==> config.mk <==
export PLATFORM = sky130hd
export DESIGN_NAME = power_status_message_parser_flat
export DESIGN_NICKNAME = d
export VERILOG_FILES = /design/src/psmp_pkg.sv /design/src/psmp_in_if.sv /design/src/psmp_out_if.sv /design/src/power_status_message_parser.sv /design/src/flat_wrapper.sv
export SDC_FILE = /design/constraint.sdc
export NUM_CORES = 1
export LEC_CHECK = 0
export BUFFER_PORTS_ARGS = -buffer_cell sky130_fd_sc_hd__buf_2
export CORE_MARGIN = 4
export CORE_UTILIZATION = 40
export CTS_CLUSTER_DIAMETER = 120
export DETAILED_ROUTE_END_ITERATION = 12
export HOLD_SLACK_MARGIN = 0.1
export MAX_ROUTING_LAYER = met4
export PLACE_DENSITY = 0.66
export SLEW_MARGIN = 10
export SYNTH_ARGS = -nofsm -noshare
export SYNTH_HDL_FRONTEND = slang
export SYNTH_SLANG_ARGS = --single-unit
export TNS_END_PERCENT = 5
==> constraint.sdc <==
create_clock -name clk -period 4.05 [get_ports clk]
set_input_delay 0.2025 -clock clk [delete_from_list [all_inputs] [get_ports clk]]
set_output_delay 0.2025 -clock clk [all_outputs]
set_load 0.01 [all_outputs]
==> src/psmp_pkg.sv <==
// shared types and character codes for the power status message parser
package psmp_pkg;

  // event codes carried with every result word
  typedef enum logic [2:0] {
    EV_BUSY     = 3'd0,
    EV_STATUS   = 3'd1,
    EV_SHUTDOWN = 3'd2,
    EV_PING     = 3'd3,
    EV_UP       = 3'd4,
    EV_DOWN     = 3'd5,
    EV_ERROR    = 3'd6
  } psmp_event_t;

  // parser states
  typedef enum logic [3:0] {
    ST_IDLE       = 4'd0,
    ST_WAIT_S     = 4'd1,
    ST_WAIT_P     = 4'd2,
    ST_WAIT_PLUS  = 4'd3,
    ST_WAIT_MINUS = 4'd4,
    ST_CHARGE     = 4'd5,
    ST_PERCENT    = 4'd6,
    ST_VOLTAGE    = 4'd7,
    ST_CURRENT    = 4'd8
  } psmp_state_t;

  // charge codes
  typedef enum logic [1:0] {
    CHG_NONE = 2'd0,
    CHG_ON   = 2'd1,
    CHG_FULL = 2'd2
  } psmp_charge_t;

  localparam logic [7:0] CH_NL    = 8'h0a;
  localparam logic [7:0] CH_0     = 8'h30;
  localparam logic [7:0] CH_1     = 8'h31;
  localparam logic [7:0] CH_9     = 8'h39;
  localparam logic [7:0] CH_S     = 8'h73;
  localparam logic [7:0] CH_P     = 8'h70;
  localparam logic [7:0] CH_PLUS  = 8'h2b;
  localparam logic [7:0] CH_MINUS = 8'h2d;
  localparam logic [7:0] CH_N     = 8'h6e;
  localparam logic [7:0] CH_C     = 8'h63;
  localparam logic [7:0] CH_F     = 8'h66;
  localparam logic [7:0] CH_COMMA = 8'h2c;

endpackage

==> src/psmp_in_if.sv <==
// byte input channel of the power status message parser
interface psmp_in_if;
  logic       valid;
  logic       ready;
  logic [7:0] rx_byte;

  modport source (output valid, output rx_byte, input ready);
  modport sink   (input valid, input rx_byte, output ready);
endinterface

==> src/psmp_out_if.sv <==
// result channel of the power status message parser
interface psmp_out_if;
  logic        valid;
  logic        ready;
  logic [2:0]  event_res;
  logic        online;
  logic [1:0]  charge_state;
  logic [7:0]  percent;
  logic [15:0] voltage;
  logic [15:0] current;

  modport source (output valid, output event_res, output online, output charge_state,
                  output percent, output voltage, output current, input ready);
  modport sink   (input valid, input event_res, input online, input charge_state,
                  input percent, input voltage, input current, output ready);
endinterface

==> src/power_status_message_parser.sv <==
// top level: byte-wise parser for power manager status and command messages
//
//  channel | dir | words                 | payload
//  --------+-----+-----------------------+------------------------------------------
//  in_ch   | in  | one rx byte per word  | rx_byte
//  out_ch  | out | one result per byte   | event_res, online, charge_state,
//          |     |                       | percent, voltage, current
//
// one word per cycle sustained while out_ch.ready holds; a byte taken into the input
// register is decoded into the result register, from which its result word leaves
// synchronous active-low reset puts the parser in idle with a cleared record
// a stalled result holds; the input register still takes a byte while it is empty
// in_ch.ready follows out_ch.ready combinationally through the two stages
module power_status_message_parser (
  input logic    clk,
  input logic    rst_n,
  psmp_in_if.sink    in_ch,
  psmp_out_if.source out_ch
);
  import psmp_pkg::*;

  // input register
  logic       in_vld_r;
  logic [7:0] in_byte_r;

  // result register
  logic        out_vld_r;
  psmp_event_t out_ev_r;
  logic        out_online_r;
  logic [1:0]  out_chg_r;
  logic [7:0]  out_pct_r;
  logic [15:0] out_volt_r;
  logic [15:0] out_cur_r;

  // parser state and status record
  psmp_state_t st_r, st_nxt;
  logic        online_r, online_nxt;
  logic [1:0]  chg_r, chg_nxt;
  logic [7:0]  pct_r, pct_nxt;
  logic [15:0] volt_r, volt_nxt;
  logic [15:0] cur_r, cur_nxt;
  psmp_event_t ev;

  logic       adv;      // input register hands its byte to the result register
  logic       is_dig;
  logic       is_nl;
  logic [3:0] dig;
  logic [7:0] b;

  assign b      = in_byte_r;
  assign is_dig = (b inside {[CH_0:CH_9]});
  assign is_nl  = (b == CH_NL);
  assign dig    = b[3:0];

  assign adv         = in_vld_r && (!out_vld_r || out_ch.ready);
  assign in_ch.ready = !in_vld_r || adv;

  // next parser state
  always_comb begin
    st_nxt = ST_IDLE;
    case (st_r)
      ST_WAIT_S, ST_WAIT_P, ST_WAIT_PLUS, ST_WAIT_MINUS: begin
        st_nxt = ST_IDLE;
      end
      ST_CHARGE: begin
        if (b == CH_N || b == CH_C || b == CH_F) st_nxt = ST_PERCENT;
      end
      ST_PERCENT: begin
        if (is_dig) st_nxt = ST_PERCENT;
        else if (b == CH_COMMA) st_nxt = ST_VOLTAGE;
      end
      ST_VOLTAGE: begin
        if (is_dig) st_nxt = ST_VOLTAGE;
        else if (b == CH_COMMA) st_nxt = ST_CURRENT;
      end
      ST_CURRENT: begin
        if (is_dig) st_nxt = ST_CURRENT;
      end
      default: begin
        // idle, and unused codes behave as idle
        case (b)
          CH_0, CH_1: st_nxt = ST_CHARGE;
          CH_S:       st_nxt = ST_WAIT_S;
          CH_P:       st_nxt = ST_WAIT_P;
          CH_PLUS:    st_nxt = ST_WAIT_PLUS;
          CH_MINUS:   st_nxt = ST_WAIT_MINUS;
          default:    st_nxt = ST_IDLE;
        endcase
      end
    endcase
  end

  // event code and record updates
  always_comb begin
    ev         = EV_BUSY;
    online_nxt = online_r;
    chg_nxt    = chg_r;
    pct_nxt    = pct_r;
    volt_nxt   = volt_r;
    cur_nxt    = cur_r;
    case (st_r)
      ST_WAIT_S:     ev = is_nl ? EV_SHUTDOWN : EV_ERROR;
      ST_WAIT_P:     ev = is_nl ? EV_PING : EV_ERROR;
      ST_WAIT_PLUS:  ev = is_nl ? EV_UP : EV_ERROR;
      ST_WAIT_MINUS: ev = is_nl ? EV_DOWN : EV_ERROR;
      ST_CHARGE: begin
        case (b)
          CH_N:    chg_nxt = CHG_NONE;
          CH_C:    chg_nxt = CHG_ON;
          CH_F:    chg_nxt = CHG_FULL;
          default: ev = EV_ERROR;
        endcase
      end
      ST_PERCENT: begin
        // acc * 10 + digit as two shifts and adds, wrapping at the field width
        if (is_dig) pct_nxt = 8'((pct_r << 3) + (pct_r << 1) + {4'd0, dig});
        else if (b != CH_COMMA) ev = EV_ERROR;
      end
      ST_VOLTAGE: begin
        if (is_dig) volt_nxt = 16'((volt_r << 3) + (volt_r << 1) + {12'd0, dig});
        else if (b != CH_COMMA) ev = EV_ERROR;
      end
      ST_CURRENT: begin
        if (is_dig) cur_nxt = 16'((cur_r << 3) + (cur_r << 1) + {12'd0, dig});
        else if (is_nl) ev = EV_STATUS;
        else ev = EV_ERROR;
      end
      default: begin
        case (b)
          CH_0, CH_1: begin
            // message start clears the record
            online_nxt = b[0];
            chg_nxt    = CHG_NONE;
            pct_nxt    = '0;
            volt_nxt   = '0;
            cur_nxt    = '0;
          end
          CH_S, CH_P, CH_PLUS, CH_MINUS: ev = EV_BUSY;
          default: ev = EV_ERROR;
        endcase
      end
    endcase
  end

  // control and record registers
  always_ff @(posedge clk) begin
    if (!rst_n) begin
      in_vld_r  <= 1'b0;
      out_vld_r <= 1'b0;
      st_r      <= ST_IDLE;
      online_r  <= 1'b0;
      chg_r     <= CHG_NONE;
      pct_r     <= '0;
      volt_r    <= '0;
      cur_r     <= '0;
    end else begin
      if (in_ch.ready) in_vld_r <= in_ch.valid;
      if (adv) begin
        out_vld_r <= 1'b1;
        st_r      <= st_nxt;
        online_r  <= online_nxt;
        chg_r     <= chg_nxt;
        pct_r     <= pct_nxt;
        volt_r    <= volt_nxt;
        cur_r     <= cur_nxt;
      end else if (out_ch.ready) begin
        out_vld_r <= 1'b0;
      end
    end
  end

  // payload registers
  always_ff @(posedge clk) begin
    if (in_ch.ready && in_ch.valid) in_byte_r <= in_ch.rx_byte;
    if (adv) begin
      out_ev_r     <= ev;
      out_online_r <= online_nxt;
      out_chg_r    <= chg_nxt;
      out_pct_r    <= pct_nxt;
      out_volt_r   <= volt_nxt;
      out_cur_r    <= cur_nxt;
    end
  end

  assign out_ch.valid        = out_vld_r;
  assign out_ch.event_res    = out_ev_r;
  assign out_ch.online       = out_online_r;
  assign out_ch.charge_state = out_chg_r;
  assign out_ch.percent      = out_pct_r;
  assign out_ch.voltage      = out_volt_r;
  assign out_ch.current      = out_cur_r;

endmodule

==> src/flat_wrapper.sv <==
// flat-port wrapper written by rule: the top's interface ports become plain ports
module power_status_message_parser_flat import psmp_pkg::*;
  (clk, rst_n, in_ch_valid, in_ch_rx_byte, in_ch_ready, out_ch_valid, out_ch_event_res, out_ch_online, out_ch_charge_state, out_ch_percent, out_ch_voltage, out_ch_current, out_ch_ready);
  psmp_in_if in_ch_i ();
  psmp_out_if out_ch_i ();
  input logic clk;
  input logic rst_n;
  input wire logic [$bits(in_ch_i.valid)-1:0] in_ch_valid;
  input wire logic [$bits(in_ch_i.rx_byte)-1:0] in_ch_rx_byte;
  output wire logic [$bits(in_ch_i.ready)-1:0] in_ch_ready;
  output wire logic [$bits(out_ch_i.valid)-1:0] out_ch_valid;
  output wire logic [$bits(out_ch_i.event_res)-1:0] out_ch_event_res;
  output wire logic [$bits(out_ch_i.online)-1:0] out_ch_online;
  output wire logic [$bits(out_ch_i.charge_state)-1:0] out_ch_charge_state;
  output wire logic [$bits(out_ch_i.percent)-1:0] out_ch_percent;
  output wire logic [$bits(out_ch_i.voltage)-1:0] out_ch_voltage;
  output wire logic [$bits(out_ch_i.current)-1:0] out_ch_current;
  input wire logic [$bits(out_ch_i.ready)-1:0] out_ch_ready;
  assign in_ch_i.valid = in_ch_valid;
  assign in_ch_i.rx_byte = in_ch_rx_byte;
  assign in_ch_ready = in_ch_i.ready;
  assign out_ch_valid = out_ch_i.valid;
  assign out_ch_event_res = out_ch_i.event_res;
  assign out_ch_online = out_ch_i.online;
  assign out_ch_charge_state = out_ch_i.charge_state;
  assign out_ch_percent = out_ch_i.percent;
  assign out_ch_voltage = out_ch_i.voltage;
  assign out_ch_current = out_ch_i.current;
  assign out_ch_i.ready = out_ch_ready;
  power_status_message_parser u_core (.clk(clk), .rst_n(rst_n), .in_ch(in_ch_i), .out_ch(out_ch_i));
endmodule
==> flow_metrics.tcl <==
set metrics [dict create \
    outcome "complete, no violations" \
    async_flop_share_pct 0 \
    wl_per_cell_microns 16.0 \
    path_clk_slew_ns 0.07 \
    power.density_nw_per_um2 316 \
    synthMuxAreaShare_pct 0.663 \
    ys_warn_count 0 \
    grt_pass1_vias 4846 \
    synthesis.area_per_instance_sq_um 9.72 \
    path_max_fanout 8 \
    crit_type "register to register" \
    hpwlAfterDp_microns 10200 \
    ys_ff_latch 103 \
    htree_levels 3 \
    cts_setup_buffers 0 \
    synth_top_family_by_area "compound AO/OA/AOI/OAI gates" \
    groute.usage.overall_pct 17.0 \
    portBuffers 59 \
    cts_buffer_depth 2 \
    fmax_mhz 296 \
    hold_viol 0 \
    synth_compound_area_share_pct 19.4 \
    die_h_microns 133 \
    ir_drop_mv 0.167 \
    dieWidth_microns 133 \
    diodes 0 \
    io_pins 60 \
    viasPerCell 5.71 \
    synth_area_sq_um 6230 \
    synthSimpleGateAreaFrac_pct 15.6 \
    rsz0062_at_grt "no" \
    grt_max_degree 45 \
    cts_tree "built" \
    end_kind "register" \
    finalCritPeriodShare_pct 83.4 \
    worst_slack_ns 0.672 \
    drt-total-wl_microns 14300 \
    final_common_cell "nand2_1" \
    synth_area_leaders "edfxtp_1 26%, dfxtp_1 16%, ha_1 12%, o21ai_0 4.1%, nand2_1 4.0%" \
    vias 5085 \
    worstHoldPathType "input port to register" \
    core_sq_um 15200 \
    grt_pass1_wl_microns 23800 \
    slew_viol_final 0 \
    finalPower_w 0.00222 \
    relSlewSlack_pct 38.0 \
    synth_top_area_share_pct 26.0 \
    final_period_minus_worst_setup_slack_ns 3.38 \
    drt_iter0_markers 445 \
    final_layout_size_suffix_gt1_share_pct 12.9 \
    cts_root_buf "clkbuf_16" \
    p_leak_nw 2.99 \
    synth_edf_count 54 \
    ys.flop_type "edfxtp_1" \
    synth_nets 721 \
    layout_common_cells "67 x nand2_1, 62 x ha_1, 59 x buf_2" \
    dr.pass1.iters 4 \
    maxCapViolations 0 \
    setup_viol 0 \
    cts_inserted_buffers 9 \
    skew_ns 0.00963 \
    synth_seq_area_share_pct 41.8 \
    synth_fa_ha_area_share_pct 14.5 \
    place_congestion 0.924 \
    ant_nets 0 \
    dieArea_sq_um 17600 \
    drc 0 \
    cts.sinks 103 \
    design_area_sq_um 7050 \
    worstPathRequired_ns 4.16 \
    yosys.area_share.xor_xnor_pct 4.64 \
    netlist_instances 641 \
    fin_nets 778 \
    finalSetupTns_ns 0 \
    antenna_found_initial 0 \
    start_util_pct 41.0 \
    rows 45 \
    syn2layout_area_growth_pct 13.1 \
    ys_types 61 \
    worst_setup_path_start_kind "register" \
    cp.arrival_ns 3.49 \
    detailedPlace.worstSlack_ns 0.669 \
    insertion_delay_ns 0.36 \
    synth_top_cell_by_area "edfxtp_1" \
    placed_area_sq_um 6680 \
    tightest_slew_ns 0.929 \
    overflow 0 \
]
==> kinds of logic after synthesis <==
family,count (synthesis)
adder cells (fa/ha/maj),69
buffers and inverters,53
flip-flops,103
AND/OR/NAND/NOR,199
multiplexers,4
AO/OA/AOI/OAI,180
XOR/XNOR,33
==> sequential cells by signal (all words and copies together), names as in the netlist <==
register                    count
u_core.volt_r                  16
u_core.pct_r                    8
u_core.out_ch.event_res         3
u_core.online_r                 1
u_core.out_ch.current          16
u_core.cur_r                   16
u_core.b                        8
u_core.in_vld_r                 1
u_core.out_ch.valid             1
u_core.out_ch.charge_state      2
u_core.out_ch.voltage          16
u_core.chg_r                    2
u_core.out_ch.percent           8
u_core.out_ch.online            1
u_core.st_r                     4
==> cells in the mapped netlist (all sizes together) (5+ instances only) <==
master and n:
nor3b 8, nor3 10, a21oi 35, xor2 10
xnor2 23, a21o 13, nand2 67, nor2 33
o31ai 9, o21ai 51, o21a 6, clkbuf 21
nand2b 7, ha 62, buf 5, dfxtp 49
a21boi 5, nand3 32, fa 6, a22o 20
inv 26, edfxtp 54, a32oi 5, and2 5
nor2b 16
==> metal layers <==
metal	part of all wire, %	global-route usage (%)
met5	0	-
met4	2.0	8.08
met3	5.3	3.08
met2	45	25.3
met1	48	22.3
==> metrics by stage <==
| step | utilization, % | std cells | hold slack [ns] |
|---|---|---|---|
| after floorplan | - | 641 | 0.301 |
| after global placement | 44.0 | 866 | 0.381 |
| after detailed placement | 44.0 | 866 | 0.381 |
| after CTS | 46.4 | 891 | 0.188 |
| after global routing | 46.4 | 891 | 0.205 |
| final | 46.4 | 891 | 0.201 |
==> critical path: stages (launching register included) <==
cell and delay (ns):
edfxtp_1 0.55, inv_1 0.18, fa_1 0.62, inv_1 0.06, ha_1 0.30, a211oi_1 0.21
nor2_1 0.11, o31a_1 0.29, a41oi_1 0.30, o21ai_0 0.15, xor2_1 0.17, a22o_1 0.18
==> cell type report <==
type	instances	area (sq um)
fillers	1448	8150
well taps	188	235
inverters	27	101
clock inverters	5	33.8
clock buffers	11	243
flip-flops and latches	103	2600
repair buffers	72	415
multi-input cells	485	3420
==> path summary, 6_finish.rpt <==
check                  startpoint                         to  slack, ns  cells past startpoint
setup / recovery      u_core.b[3]  u_core.out_ch.current[13]       0.67                     11
hold / removal       out_ch_ready        u_core.out_ch.valid       0.20                      3
setup reg to reg      u_core.b[3]  u_core.out_ch.current[13]       0.67                     11
hold reg to reg   u_core.online_r            u_core.online_r       0.47                      2
==> report_power, final <==
part           internal [W]  switching [W]  leakage [nW]
Combinational     0.0000946       0.000140          1.94
Sequential          0.00114      0.0000311         0.920
Clock              0.000433       0.000391         0.132
Total               0.00166       0.000562          2.99
==> what timing repair did <==
| action | in CTS | in global routing |
|---|---|---|
| hold buffers | 9 | 0 |
| gates resized for setup | 0 | 0 |
| hold endpoints to repair | 9 | 0 |
No activity file was read; power rests on OpenSTA's default activity.
